==> src/hdl/uqpe_pkg.sv <==
// Shared types and constants for the URL query parameter extractor.
// No dependencies; hdl/url_query_param_extractor.sv imports this package.
package uqpe_pkg;

  localparam int QUERY_LIMIT_DEF = 256;
  localparam int NAME_MAX        = 8;

  localparam int NAME_W      = 64;
  localparam int NAME_LEN_W  = 4;
  localparam int VAL_W       = 8;
  localparam int STATUS_W    = 3;
  localparam int QERR_W      = 2;
  localparam int CFG_IDX_W   = 2;

  // configuration register indexes
  localparam logic [CFG_IDX_W-1:0] REG_WANTED_NAME     = 2'd0;
  localparam logic [CFG_IDX_W-1:0] REG_WANTED_NAME_LEN = 2'd1;
  localparam logic [CFG_IDX_W-1:0] REG_VALUE_MAX       = 2'd2;

  // final status codes
  localparam logic [STATUS_W-1:0] ST_OK         = 3'd0;
  localparam logic [STATUS_W-1:0] ST_MALFORMED  = 3'd1;
  localparam logic [STATUS_W-1:0] ST_NOT_FOUND  = 3'd2;
  localparam logic [STATUS_W-1:0] ST_TOO_LONG   = 3'd3;
  localparam logic [STATUS_W-1:0] ST_INCOMPLETE = 3'd4;

  // delimiters
  localparam logic [7:0] CH_QMARK = 8'h3F;
  localparam logic [7:0] CH_AMP   = 8'h26;
  localparam logic [7:0] CH_EQ    = 8'h3D;

  typedef struct packed {
    logic [7:0] url_char;
    logic       url_end;
  } in_word_t;

  typedef struct packed {
    logic                char_valid;
    logic [7:0]          value_char;
    logic                done_res;
    logic [STATUS_W-1:0] status;
    logic [VAL_W-1:0]    value_len;
  } out_word_t;

endpackage

==> src/hdl/uqpe_stream_if.sv <==
// Valid/ready stream channel carrying one word of type word_t.
// No dependencies; the word type comes in as a parameter.
interface uqpe_stream_if #(parameter type word_t = logic);
  logic  valid;
  logic  ready;
  word_t data;

  modport source(output valid, output data, input ready);
  modport sink(input valid, input data, output ready);
endinterface

==> src/hdl/url_query_param_extractor.sv <==
// URL query parameter extractor: the result word for an accepted character is registered in the output stage.
// Throughput 1 character per cycle while the skid slot is empty; the parse state updates in the accept cycle.
// A two-entry output stage (result register plus skid) keeps chars.ready high while one result waits.
// Reset (rst, synchronous) clears the parse state, empties the output stage and sets
// wanted_name = 0, wanted_name_len = 0, value_max = 255. Depends on uqpe_pkg, uqpe_stream_if.
module url_query_param_extractor #(
  parameter int QUERY_LIMIT = uqpe_pkg::QUERY_LIMIT_DEF
) (
  input  logic                                   clk,
  input  logic                                   rst,
  uqpe_stream_if.sink                            chars,
  uqpe_stream_if.source                          results,
  input  logic                                   cfg_we,
  input  logic [uqpe_pkg::CFG_IDX_W-1:0]         cfg_index,
  input  logic [uqpe_pkg::NAME_W-1:0]            cfg_data
);
  import uqpe_pkg::*;

  localparam int QCNT_W = $clog2(QUERY_LIMIT + 1);

  // configuration registers
  logic [NAME_W-1:0]     wanted_name;
  logic [NAME_LEN_W-1:0] wanted_name_len;
  logic [VAL_W-1:0]      value_max;

  // parse state
  logic                  query_started;
  logic                  in_name;
  logic                  still_matching;
  logic [NAME_LEN_W-1:0] match_pos;
  logic [QCNT_W-1:0]     query_count;
  logic [VAL_W-1:0]      value_count;
  logic                  pairs_finished;
  logic [STATUS_W-1:0]   pair_error;
  logic [QERR_W-1:0]     query_error;

  logic                  query_started_next;
  logic                  in_name_next;
  logic                  still_matching_next;
  logic [NAME_LEN_W-1:0] match_pos_next;
  logic [QCNT_W-1:0]     query_count_next;
  logic [VAL_W-1:0]      value_count_next;
  logic                  pairs_finished_next;
  logic [STATUS_W-1:0]   pair_error_next;
  logic [QERR_W-1:0]     query_error_next;

  // output stage: head register and skid register
  logic      head_valid;
  out_word_t head;
  logic      skid_valid;
  out_word_t skid;

  logic                  accept;
  logic                  emit;
  logic                  push;
  logic                  pop;
  logic [NAME_LEN_W-1:0] name_len;
  logic [7:0]            ch;
  logic                  last;
  logic [STATUS_W-1:0]   final_status;
  out_word_t             word_next;

  // Room remains as long as the skid slot is empty.
  assign chars.ready   = !skid_valid;
  assign accept        = chars.valid && chars.ready;
  assign ch            = chars.data.url_char;
  assign last          = chars.data.url_end;
  assign results.valid = head_valid;
  assign results.data  = head;
  assign pop           = head_valid && results.ready;

  // A requested name longer than the compare window counts as the window.
  assign name_len = (wanted_name_len > NAME_LEN_W'(NAME_MAX)) ?
                    NAME_LEN_W'(NAME_MAX) : wanted_name_len;

  // Character parse: one pass of flag and counter updates per character.
  always_comb begin
    query_started_next  = query_started;
    in_name_next        = in_name;
    still_matching_next = still_matching;
    match_pos_next      = match_pos;
    query_count_next    = query_count;
    value_count_next    = value_count;
    pairs_finished_next = pairs_finished;
    pair_error_next     = pair_error;
    query_error_next    = query_error;
    emit                = 1'b0;

    if (!query_started) begin
      // skip the path until the first '?'
      if (ch == CH_QMARK) begin
        query_started_next = 1'b1;
      end
    end else if (ch == CH_QMARK) begin
      // a second '?' is a query error; keep the first one seen
      if (query_error == '0) begin
        query_error_next = QERR_W'(ST_MALFORMED);
      end
    end else if (query_error == '0) begin
      if (query_count >= QCNT_W'(QUERY_LIMIT)) begin
        query_error_next = QERR_W'(ST_NOT_FOUND);
      end else begin
        query_count_next = query_count + QCNT_W'(1);
        if (pair_error == ST_OK && !pairs_finished) begin
          if (ch == CH_AMP) begin
            if (in_name) begin
              pair_error_next = ST_MALFORMED;
            end else if (still_matching) begin
              // end of the matching value: stop scanning pairs
              pairs_finished_next = 1'b1;
            end else begin
              in_name_next        = 1'b1;
              still_matching_next = 1'b1;
              match_pos_next      = '0;
            end
          end else if (ch == CH_EQ) begin
            if (!in_name) begin
              pair_error_next = ST_MALFORMED;
            end else begin
              if (still_matching && match_pos != name_len) begin
                still_matching_next = 1'b0;
                match_pos_next      = '0;
              end
              in_name_next = 1'b0;
            end
          end else if (in_name) begin
            if (still_matching) begin
              if (match_pos < name_len &&
                  ch == wanted_name[match_pos[2:0]*8 +: 8]) begin
                match_pos_next = match_pos + NAME_LEN_W'(1);
              end else begin
                still_matching_next = 1'b0;
                match_pos_next      = '0;
              end
            end
          end else if (still_matching) begin
            if (value_count >= value_max) begin
              pair_error_next = ST_TOO_LONG;
            end else begin
              value_count_next = value_count + VAL_W'(1);
              emit             = 1'b1;
            end
          end
        end
      end
    end

    // Query errors rank first, then pair errors, then how the input ended.
    if (query_error_next != '0) begin
      final_status = STATUS_W'(query_error_next);
    end else if (pair_error_next != ST_OK) begin
      final_status = pair_error_next;
    end else if (pairs_finished_next) begin
      final_status = ST_OK;
    end else if (in_name_next) begin
      final_status = ST_INCOMPLETE;
    end else if (!still_matching_next) begin
      final_status = ST_NOT_FOUND;
    end else begin
      final_status = ST_OK;
    end

    word_next.char_valid = emit;
    word_next.value_char = emit ? ch : 8'd0;
    word_next.done_res   = last;
    word_next.status     = last ? final_status : ST_OK;
    word_next.value_len  = (last && final_status == ST_OK) ? value_count_next : '0;

    // last character: drop the parse state for the next URL
    if (last) begin
      query_started_next  = 1'b0;
      in_name_next        = 1'b1;
      still_matching_next = 1'b1;
      match_pos_next      = '0;
      query_count_next    = '0;
      value_count_next    = '0;
      pairs_finished_next = 1'b0;
      pair_error_next     = ST_OK;
      query_error_next    = '0;
    end
  end

  // A result word is produced for value characters and for the last character.
  assign push = accept && (emit || last);

  // configuration registers
  always_ff @(posedge clk) begin
    if (rst) begin
      wanted_name     <= '0;
      wanted_name_len <= '0;
      value_max       <= '1;
    end else if (cfg_we) begin
      case (cfg_index)
        REG_WANTED_NAME:     wanted_name     <= cfg_data;
        REG_WANTED_NAME_LEN: wanted_name_len <= cfg_data[NAME_LEN_W-1:0];
        REG_VALUE_MAX:       value_max       <= cfg_data[VAL_W-1:0];
        default: ;
      endcase
    end
  end

  // parse state: advance on every accepted character
  always_ff @(posedge clk) begin
    if (rst) begin
      query_started  <= 1'b0;
      in_name        <= 1'b1;
      still_matching <= 1'b1;
      match_pos      <= '0;
      query_count    <= '0;
      value_count    <= '0;
      pairs_finished <= 1'b0;
      pair_error     <= ST_OK;
      query_error    <= '0;
    end else if (accept) begin
      query_started  <= query_started_next;
      in_name        <= in_name_next;
      still_matching <= still_matching_next;
      match_pos      <= match_pos_next;
      query_count    <= query_count_next;
      value_count    <= value_count_next;
      pairs_finished <= pairs_finished_next;
      pair_error     <= pair_error_next;
      query_error    <= query_error_next;
    end
  end

  // Output stage: fill the head first, spill into skid when the head is stalled,
  // refill the head from skid when the head word is taken.
  always_ff @(posedge clk) begin
    if (rst) begin
      head_valid <= 1'b0;
      skid_valid <= 1'b0;
    end else if (skid_valid) begin
      if (pop) begin
        skid_valid <= 1'b0;
      end
    end else if (push) begin
      if (!head_valid || pop) begin
        head_valid <= 1'b1;
      end else begin
        skid_valid <= 1'b1;
      end
    end else if (pop) begin
      head_valid <= 1'b0;
    end
  end

  always_ff @(posedge clk) begin
    if (skid_valid) begin
      if (pop) begin
        head <= skid;
      end
    end else if (push) begin
      if (!head_valid || pop) begin
        head <= word_next;
      end else begin
        skid <= word_next;
      end
    end
  end

  // The skid slot only ever holds a word behind a waiting head word.
  a_skid_behind_head: assert property (@(posedge clk) disable iff (rst)
    skid_valid |-> head_valid)
    else $error("skid word held with empty head");

  // The last character returns the parser to its idle state.
  a_clear_on_last: assert property (@(posedge clk) disable iff (rst)
    (accept && last) |=> (!query_started && query_count == '0 && value_count == '0))
    else $error("parse state not cleared after last character");

  // A value character is only passed out inside a matching value.
  a_emit_in_value: assert property (@(posedge clk) disable iff (rst)
    (accept && emit) |-> (query_started && !in_name && still_matching && !pairs_finished))
    else $error("value character outside a matching value");

  // Status and length are only reported on the final word.
  a_status_on_done: assert property (@(posedge clk) disable iff (rst)
    (head_valid && !head.done_res) |-> (head.status == ST_OK && head.value_len == '0))
    else $error("status reported before the last character");

endmodule

==> src/flat_wrapper.sv <==
// flat-port wrapper written by rule: the top's interface ports become plain ports
module url_query_param_extractor_flat import uqpe_pkg::*;
#(
  parameter int QUERY_LIMIT = uqpe_pkg::QUERY_LIMIT_DEF
)
  (clk, rst, cfg_we, cfg_index, cfg_data, chars_valid, chars_data, chars_ready, results_valid, results_data, results_ready);
  uqpe_stream_if #(.word_t(in_word_t)) chars_i ();
  uqpe_stream_if #(.word_t(out_word_t)) results_i ();
  input  logic clk;
  input  logic rst;
  input  logic cfg_we;
  input  logic [uqpe_pkg::CFG_IDX_W-1:0] cfg_index;
  input  logic [uqpe_pkg::NAME_W-1:0] cfg_data;
  input wire logic [$bits(chars_i.valid)-1:0] chars_valid;
  input wire logic [$bits(chars_i.data)-1:0] chars_data;
  output wire logic [$bits(chars_i.ready)-1:0] chars_ready;
  output wire logic [$bits(results_i.valid)-1:0] results_valid;
  output wire logic [$bits(results_i.data)-1:0] results_data;
  input wire logic [$bits(results_i.ready)-1:0] results_ready;
  assign chars_i.valid = chars_valid;
  assign chars_i.data = chars_data;
  assign chars_ready = chars_i.ready;
  assign results_valid = results_i.valid;
  assign results_data = results_i.data;
  assign results_i.ready = results_ready;
  url_query_param_extractor #(.QUERY_LIMIT(QUERY_LIMIT)) u_core (.clk(clk), .rst(rst), .chars(chars_i), .results(results_i), .cfg_we(cfg_we), .cfg_index(cfg_index), .cfg_data(cfg_data));
endmodule
==> config.mk <==
export PLATFORM = sky130hd
export DESIGN_NAME = url_query_param_extractor_flat
export DESIGN_NICKNAME = d
export VERILOG_FILES = /design/src/hdl/uqpe_pkg.sv /design/src/hdl/uqpe_stream_if.sv /design/src/hdl/url_query_param_extractor.sv /design/src/flat_wrapper.sv
export SDC_FILE = /design/constraint.sdc
export NUM_CORES = 1
export LEC_CHECK = 0
export ABC_CLOCK_PERIOD_IN_PS = 4000
export BUFFER_PORTS_ARGS = -buffer_cell sky130_fd_sc_hd__clkbuf_2
export CORE_UTILIZATION = 50
export DETAILED_ROUTE_END_ITERATION = 16
export GPL_TIMING_DRIVEN = 0
export PLACE_DENSITY_LB_ADDON = 0.08
export SLEW_MARGIN = 40
export SYNTH_ARGS = -nofsm -noshare
export SYNTH_HDL_FRONTEND = slang
export SYNTH_SLANG_ARGS = --single-unit
export TNS_END_PERCENT = 1
==> constraint.sdc <==
create_clock -name clk -period 4 [get_ports clk]
set_input_delay 0.4 -clock clk [delete_from_list [all_inputs] [get_ports clk]]
set_output_delay 0.4 -clock clk [all_outputs]
set_load 0.005 [all_outputs]
# Word-level counts from Yosys, hierarchy flattened
# Cells that the tools add are included.
# word_totals
wordCells	198
ff_bits	150
# op_classes
eq_ne	14
magnitude_cmp	4
addsub	3
n_shift	1
n_mux	116
n_bitwise	2
reduce_logical	34
# ops
op	count
$mux 8	13
$mux 21	4
$mux 4	16
$shiftx 64x7->8	1
$mux 3	18
$mux 1	53
$mux 9	5
$eq 8x6->1 const B	3
$mux 2	7
$reduce_bool 2->1	7
$reduce_and 11->1	1
$add 9x1->9 const B	1
$ge 9x9->1 const B	1
$reduce_and 3->1	3
$add 8x1->8 const B	1
$eq 8x8->1	1
$ge 8x8->1	1
$ne 2x2->1 const B	4
$logic_and 1x1->1	7
$logic_not 3->1	2
$ne 3x3->1 const B	2
$reduce_and 2->1	3
$reduce_bool 3->1	2
$reduce_and 5->1	1
12 further kinds	17

# Longest topological paths before layout
# Gate-level depths: netlist (run 1).
# depth
depth_word	25
depth_mapped	12
depth_no_buf	11

# Least setup slack after synthesis (run 1)
# Ideal clock, no wire load.
# synth_timing
path_type	register to register
startpoint	register u_core.value_count[5]
endpoint	register u_core.head (netlist bit u_core.results.data[0]) (enable)
t_arrival_ns	2.697
n_path_buf	0
setup_slack_ns	0.894
stages_incl_launch_ff	8
t_required_ns	3.591
path_cell_list	dfxtp_1 -> ha_1 -> and3_1 -> nor4_1 -> o21ai_0 -> a21boi_1 -> o21ai_0 -> a22oi_1
# synth_via
elab_chain_cells	15
# synth_rtl
item	line_no	source
start, declared	url_query_param_extractor.sv:32	logic [VAL_W-1:0] value_count;
start signal, assigned	url_query_param_extractor.sv:220	value_count <= value_count_next;
$ge 8x8->1	url_query_param_extractor.sv:137	if (value_count >= value_max) begin
$mux 1	url_query_param_extractor.sv:137	
$mux 1	url_query_param_extractor.sv:136	end else if (still_matching) begin
$mux 1	url_query_param_extractor.sv:126	end else if (in_name) begin
$mux 1	url_query_param_extractor.sv:116	end else if (ch == CH_EQ) begin
$mux 1	url_query_param_extractor.sv:105	if (ch == CH_AMP) begin
$mux 1	url_query_param_extractor.sv:104	if (pair_error == ST_OK && !pairs_finished) begin
$mux 1	url_query_param_extractor.sv:100	if (query_count >= QCNT_W'(QUERY_LIMIT)) begin
$mux 1	url_query_param_extractor.sv:99	end else if (query_error == '0) begin
$mux 1	url_query_param_extractor.sv:94	end else if (ch == CH_QMARK) begin
$mux 1	url_query_param_extractor.sv:89	if (!query_started) begin
$logic_or 1x1->1	url_query_param_extractor.sv:184	assign push = accept && (emit || last);
$logic_and 1x1->1	url_query_param_extractor.sv:184	
$reduce_bool 2->1 (no source line)	--	
$reduce_and 3->1 (no source line)	--	
end signal, assigned	url_query_param_extractor.sv:251	head <= skid;
end signal, assigned	url_query_param_extractor.sv:255	head <= word_next;
end, declared	url_query_param_extractor.sv:49	out_word_t head;
# Every way passes these cells.
# A chain may end at the register's enable or synchronous reset.

# Final worst setup path (run 1)
# layout_timing
startpoint	register u_core.pair_error[2]
endpoint	register u_core.head (netlist bit u_core.results.data[6]), data pin
# layout_via
elab_chain_cells	19
elab_cells_between_ends	46
cone_classes	41 x mux; 5 x reduce/logical
# layout_rtl
item	line_no	source
start, declared	url_query_param_extractor.sv:34	logic [STATUS_W-1:0] pair_error;
start signal, assigned	url_query_param_extractor.sv:222	pair_error <= pair_error_next;
$mux 3	url_query_param_extractor.sv:137	
$mux 3	url_query_param_extractor.sv:136	
$mux 3	url_query_param_extractor.sv:126	
$mux 3	url_query_param_extractor.sv:116	
$mux 3	url_query_param_extractor.sv:105	
$mux 3	url_query_param_extractor.sv:104	
$mux 3	url_query_param_extractor.sv:100	
$mux 3	url_query_param_extractor.sv:99	
[3 not listed]	--	
$mux 3	url_query_param_extractor.sv:151	end else if (pair_error_next != ST_OK) begin
$mux 3	url_query_param_extractor.sv:149	if (query_error_next != '0) begin
$logic_not 3->1	url_query_param_extractor.sv:167	word_next.value_len = (last && final_status == ST_OK) ? value_count_next : '0;
$logic_and 1x1->1	url_query_param_extractor.sv:167	
$mux 8 (*)	url_query_param_extractor.sv:167	
$mux 21 (*)	url_query_param_extractor.sv:254	if (!head_valid || pop) begin
$mux 21 (*)	url_query_param_extractor.sv:253	end else if (push) begin
$mux 21 (*)	url_query_param_extractor.sv:249	if (skid_valid) begin
# Every way passes the cells marked *; elsewhere a longest branch is shown, timed or not. The select of a mux whose other input is x is not followed.

==> qor.yml, run 1 <==
global_routing:
  grt_pass1_vias: 5823
  grt_max_degree: 22
  grt_pass1_wl_mm: 27.9
  grt_usage_pct: 24.9
  antenna_found_initial: 0
  grt_overflow_total: 0
final_layout:
  drive_above_1_share_pct: 19.6
  layout_common_cells: "166 x nand2_1, 108 x dfxtp_1, 100 x clkbuf_2"
  n_antenna_cell: 0
  fillers: 1201
  final_util_pct: 61.0
  final_common_cell: "nand2_1"
  layout.nets: 970
  syn_to_final_growth_pct: 19.7
  layout.cells.non_filler: 1067
  postLayoutCellArea_um2: 8430
synth:
  synth_area_leaders: "dfxtp_1 31%, edfxtp_1 18%, nand2_1 8.8%"
  synth_warnings: 0
  yosysTopAreaCellShare_pct: 30.7
  synth.yosys.seq_area_share_pct: 48.6
  syn_area_um2: 7050
  syn_nets: 850
  synthCells: 754
  synth_seq_cells: 150
  ys.flop_type: "dfxtp_1"
  async_reset_ff_share_pct: 0
  synth_edf_count: 42
  synthDistinctLibCells: 66
  syn_area_per_cell_um2: 9.35
  synth_top_area_cell: "dfxtp_1"
die:
  die_w_um: 121
  floorplan.initialDensity_pct: 51.0
  coreArea_um2: 13800
  rows: 43
  top_level_ports: 103
  die_area_um2: 14600
  fp.dieH_um: 121
setup_path:
  crit_top_cell: "nor2_1"
  crit_path_start_kind: "flip-flop"
  end_kind: "flip-flop"
  path_buf_inv: 1
  crit_path_max_fanout: 10
  worst_path_max_delay_cell: "nor4_1"
  arrival_ns: 3.31
  crit_required_ns: 4.16
  critPathKind: "flip-flop to flip-flop"
  cp_cell_sequence: "nor4_1, nand2_1, nor2_1, nand3_1, a2bb2oi_1, nor2_1, o21ai_1, clkbuf_1, o31ai_1"
  critPathTopFamily: "simple AND/OR/NAND/NOR gates"
  crit-reg2reg-launch: "u_core.pair_error[2]"
  slowest_delay_ns: 0.63
  startpoint: "u_core.pair_error[2]"
clocking:
  clock_path_buffers: 2
  worstSkewPairLatency_ns: 0.42
  cts_root_buffer: "clkbuf_16"
  clock_sinks: 150
  htree_levels: 4
  postCtsHoldBufs: 0
  clk_pin_slew_ns: 0.06
  numCtsBuffers: 17
  postCtsSetupRepairBufs: 0
  cts_tree: "done"
  cts_resized: 0
sta:
  worst_slew_pin_slew_ns: 0.723
  maxSlewViolCount: 0
  setup_viol_count_final: 0
  period_minus_slack_ns: 3.16
  fmax_mhz: 317
  rsz0062_at_grt: "false"
  setup_slack_ns: 0.844
  clock-skew-final_ns: 0.00470
  finalHoldViolCount: 0
  post-route-period-util_pct: 78.9
  relSlewSlack_pct: 51.8
  setup_tns_ns: 0
place:
  dp_slack_ns: 0.681
  routabilityCongestion: 0.881
  dpl.cell_count: 1035
  place_hpwl_mm: 12.7
  placed_cell_area_um2: 7790
  placement.io_buffers: 100
routing:
  first_pass_iters: 6
  postRouteAntennaNets: 0
  wl_mm: 16.8
  wire_per_inst_um: 15.8
  drt_iter0_markers: 294
  vias: 5815
  drc: 0
  via_per_inst: 5.45
power:
  vdd_drop_max_mv: 0.250
  p_per_area_nw_per_um2: 419
  power.leakage_nw: 3.24
flow_run:
  drv_cap: 0
status:
  outcome: "finished, final reports clean"
hold_path:
  hp-start: "results_ready"
  hold_class: "input port to flip-flop"
per-stage QoR:
step	hold slack [ns]	total power (W)
after floorplan	0.432	0.00177
after global placement	0.438	0.00187
after detailed placement	0.448	0.00188
after CTS	0.165	0.00356
after global routing	0.165	0.00366
final	0.179	0.00354
where the power goes:
part           leakage [nW]  internal, W  switching, W
Clock                 0.316      0.00109      0.000603
Sequential             1.26      0.00160     0.0000189
Combinational          1.67    0.0000927      0.000135
Total                  3.24      0.00278      0.000757
sequential cells by signal, indices dropped and copies added (netlist names):
signal and count:
u_core.pair_error 3, u_core.query_error 2, u_core.wanted_name_len 4, u_core.skid 21, u_core.results.data 21, u_core.value_count 8
u_core.match_pos 4, u_core.results.valid 1, u_core.pairs_finished 1, u_core.still_matching 1, u_core.wanted_name 64, u_core.skid_valid 1
u_core.query_count 9, u_core.in_name 1, u_core.query_started 1, u_core.value_max 8
path summary, 6_finish.rpt:
kind                             to  depth (start not counted)  slack [ns]
min reg2reg  u_core.wanted_name[22]                          2        0.45
max reg2reg  u_core.results.data[6]                          9        0.84
max          u_core.results.data[6]                          9        0.84
min               u_core.skid_valid                          2        0.18
worst reg2reg max path, stage by stage, from the launching register on:
cell and delay, ns:
dfxtp_1 0.35, nor4_1 0.63, nand2_1 0.16, nor2_1 0.29, nand3_1 0.11, a2bb2oi_1 0.33
nor2_1 0.07, o21ai_1 0.43, clkbuf_1 0.40, o31ai_1 0.13
logic make-up (layout without fill, tap and decap cells):
kind of cell	Yosys count	after routing	share of synthesized area, %
mux	40	40	8.70
fa+ha+maj	16	16	2.84
buf+inv	71	204	4.17
simple gates	294	294	19.9
flops	150	150	48.6
xor+xnor	15	15	1.86
compound gates	168	168	14.0
area by class of cell:
type	instances	area (µm²)	area share, %
buffer	49	211	2.51
sequential	150	3420	40.6
clock buffer	27	561	6.65
multi-input combinational	533	3340	39.6
clock inverter	5	78.8	0.935
timing repair buffer	101	508	6.02
inverter	22	82.6	0.979
tap	180	225	2.67
Yosys cell counts (3+ instances only):
master    count
buf_6         3
nor4b_1       3
a21oi_1      97
nor3_1        4
clkbuf_1     41
inv_1        22
nor2_1       30
buf_2         4
a31oi_1       4
a211oi_1      3
ha_1         16
nand2_1     166
nand4_1       8
nand2b_1      8
o21ai_0      18
nor4_1        5
and3_1        9
edfxtp_1     42
xor2_1       10
mux4_1        5
nor2b_1       6
nand3_1      13
xnor2_1       5
o21a_1        4
mux2i_1      11
o21ai_1       3
dfxtp_1     108
or3_1        13
and2_1       11
mux4_2        9
o211ai_1     10
mux2_2       15
o31ai_1       9
layer usage:
metal / GRT usage, % / vias to the layer above / share of wire, % / routed length (µm)
met2: 43.4 / 154 / 50 / 8420
li1: - / 2921 / - / -
met5: 0 / - / 0 / 0
met3: 4.62 / 38 / 3.8 / 643
met4: 12.0 / 0 / 2.6 / 436
met1: 29.3 / 2702 / 44 / 7340
No activity file was read; power rests on OpenSTA's default activity.
==> run 2: changes to the inputs <==
- ABC_CLOCK_PERIOD_IN_PS: 4000 -> 2600
- clock period: 4 -> 2.6 ns (I/O delays scaled with it)
==> qor.yml, run 2 (synthesis gave the netlist of run 1 again) <==
sta:
  worst_hold_slack_ns: 0.0318
  period_minus_slack_ns: 2.80
  setup_viol_count_final: 5
  setup_slack_ns: -0.204
  maxSlewViolCount: 0
  rsz0062_at_grt: "true"
  relSlewSlack_pct: 52.0
  finalHoldViolCount: 0
  clock-skew-final_ns: 0.00673
  setup_tns_ns: -0.434
  post-route-period-util_pct: 108
  worst_slew_pin_slew_ns: 0.720
  fmax_mhz: 357
final_layout:
  fillers: 1182
  final_util_pct: 62.2
  layout_common_cells: "166 x nand2_1, 104 x dfxtp_1, 102 x clkbuf_2"
  final_common_cell: "nand2_1"
  largest_reg_flops: 64
  layout.cells.non_filler: 1074
  layout.nets: 977
  syn_to_final_growth_pct: 22.0
  drive_above_1_share_pct: 22.5
  top_register: "u_core.wanted_name"
  n_antenna_cell: 0
power:
  power_w: 0.00527
  power.leakage_nw: 3.31
  vdd_drop_max_mv: 0.419
  p_per_area_nw_per_um2: 613
clocking:
  postCtsHoldBufs: 0
  cts_tree: "done"
  cts_root_buffer: "clkbuf_16"
  worstSkewPairLatency_ns: 0.43
  clock_sinks: 150
  clk_pin_slew_ns: 0.06
  numCtsBuffers: 17
  htree_levels: 4
  clock_path_buffers: 2
setup_path:
  critPathKind: "flip-flop to flip-flop"
  end_kind: "flip-flop"
  crit_path_start_kind: "flip-flop"
  worst_path_max_delay_cell: "mux4_2"
  startpoint: "u_core.match_pos[0]"
  cp_cell_sequence: "buf_8, buf_8, buf_4, mux4_2, mux2i_1, xor2_1, nand4_1, or4_4, or3_1, a21oi_1"
  worstReg2RegEnd: "u_core.match_pos[0]"
  crit_path_max_fanout: 6
  critPathCapture: "u_core.match_pos[0]"
  crit-reg2reg-launch: "u_core.match_pos[0]"
  ff2ff_path_depth: 10
  crit_top_cell: "buf_8"
  reg2reg_setup_slack_ns: -0.20
  arrival_ns: 3.15
  slowest_delay_ns: 0.53
  crit_required_ns: 2.95
die:
  fp.dieH_um: 121
  floorplan.initialDensity_pct: 51.0
  coreArea_um2: 13800
  die_area_um2: 14600
  die_w_um: 121
  top_level_ports: 103
  rows: 43
place:
  place_hpwl_mm: 12.5
  dpl.cell_count: 1035
  routabilityCongestion: 0.884
  placement.io_buffers: 100
routing:
  drc: 0
  vias: 5872
  wire_per_inst_um: 15.7
  via_per_inst: 5.47
  wl_mm: 16.9
  first_pass_iters: 5
  drt_iter0_markers: 232
  postRouteAntennaNets: 0
global_routing:
  grt_pass1_wl_mm: 28.1
  grt_usage_pct: 25.0
  antenna_found_initial: 0
  grt_overflow_total: 0
  grt_max_degree: 22
  grt_pass1_vias: 5845
status:
  outcome: "finished with violations"
  violations: "negative setup slack"
flow_run:
  drv_cap: 0
hold_path:
  hp-start: "results_ready"
  hold_class: "input port to flip-flop"
[run 2: cell count changes in the layout (fill, tap and decap cells not counted), moves of 3 or more]
cell and change:
buf_2 -3, buf_4 +7, buf_8 +4, clkbuf_1 -3, clkbuf_16 -3, clkbuf_8 -3
clkinv_1 +3, clkinv_2 +3, dfxtp_1 -4, mux2i_1 -4, mux2i_2 +4, o21ai_2 +3
[run 2: per-layer routing]
layer	vias to the layer above	global-route usage, %	part of all wire [%]
met5	-	0	0
met4	0	14.1	3.7
met3	52	4.76	4.7
met2	173	42.5	49
met1	2716	29.7	43
li1	2931	-	-
[run 2: cell type report]
class | instances | area (µm²) | share of cell area [%]
Timing Repair Buffer | 108 | 564 | 6.57
Tap cell | 180 | 225 | 2.62
Clock buffer | 20 | 437 | 5.08
Inverter | 22 | 82.6 | 0.961
Sequential cell | 150 | 3430 | 39.9
Multi-Input combinational cell | 533 | 3470 | 40.4
Buffer | 49 | 244 | 2.84
Clock inverter | 12 | 135 | 1.57
[run 2: worst min-delay path by stage]
stage | endpoint | slack (ns) | cells after the start
floorplan | u_core.skid[11] | 0.36 | 0
detailed placement | u_core.wanted_name[52] | 0.45 | 2
CTS | u_core.skid_valid | 0.02 | 2
global placement | u_core.wanted_name[44] | 0.44 | 2
finish | u_core.skid_valid | 0.03 | 2
global route | u_core.skid[11] | 0.04 | 1
[run 2: report_power, final]
part / switching [W] / internal (W)
sequential: 0.0000287 / 0.00246
combinational: 0.000212 / 0.000148
clock: 0.000934 / 0.00149
[run 2: worst max-delay path: cells and delay by family, from the launching register on]
family,cells,cell delay [ns]
flops,1,0.37
buf+inv,3,0.40
compound gates,1,0.15
simple gates,3,0.93
mux,2,0.71
xor+xnor,1,0.16
[run 2: per-stage QoR]
step,instance area [µm²],worst slack [ns]
2_1_floorplan,7050,-0.0555
3_3_place_gp,7780,-0.645
3_5_place_dp,7790,-0.693
4_1_cts,8530,-0.230
5_1_grt,8590,-0.329
6_report,8590,-0.204
[run 2: repair_timing]
item                                    4_1_cts  5_1_grt
resized for setup                            33       11
endpoints found under the setup margin       86       70
gates cloned                                  1        0
pin swaps                                     4        4
buffers inserted                              6        0
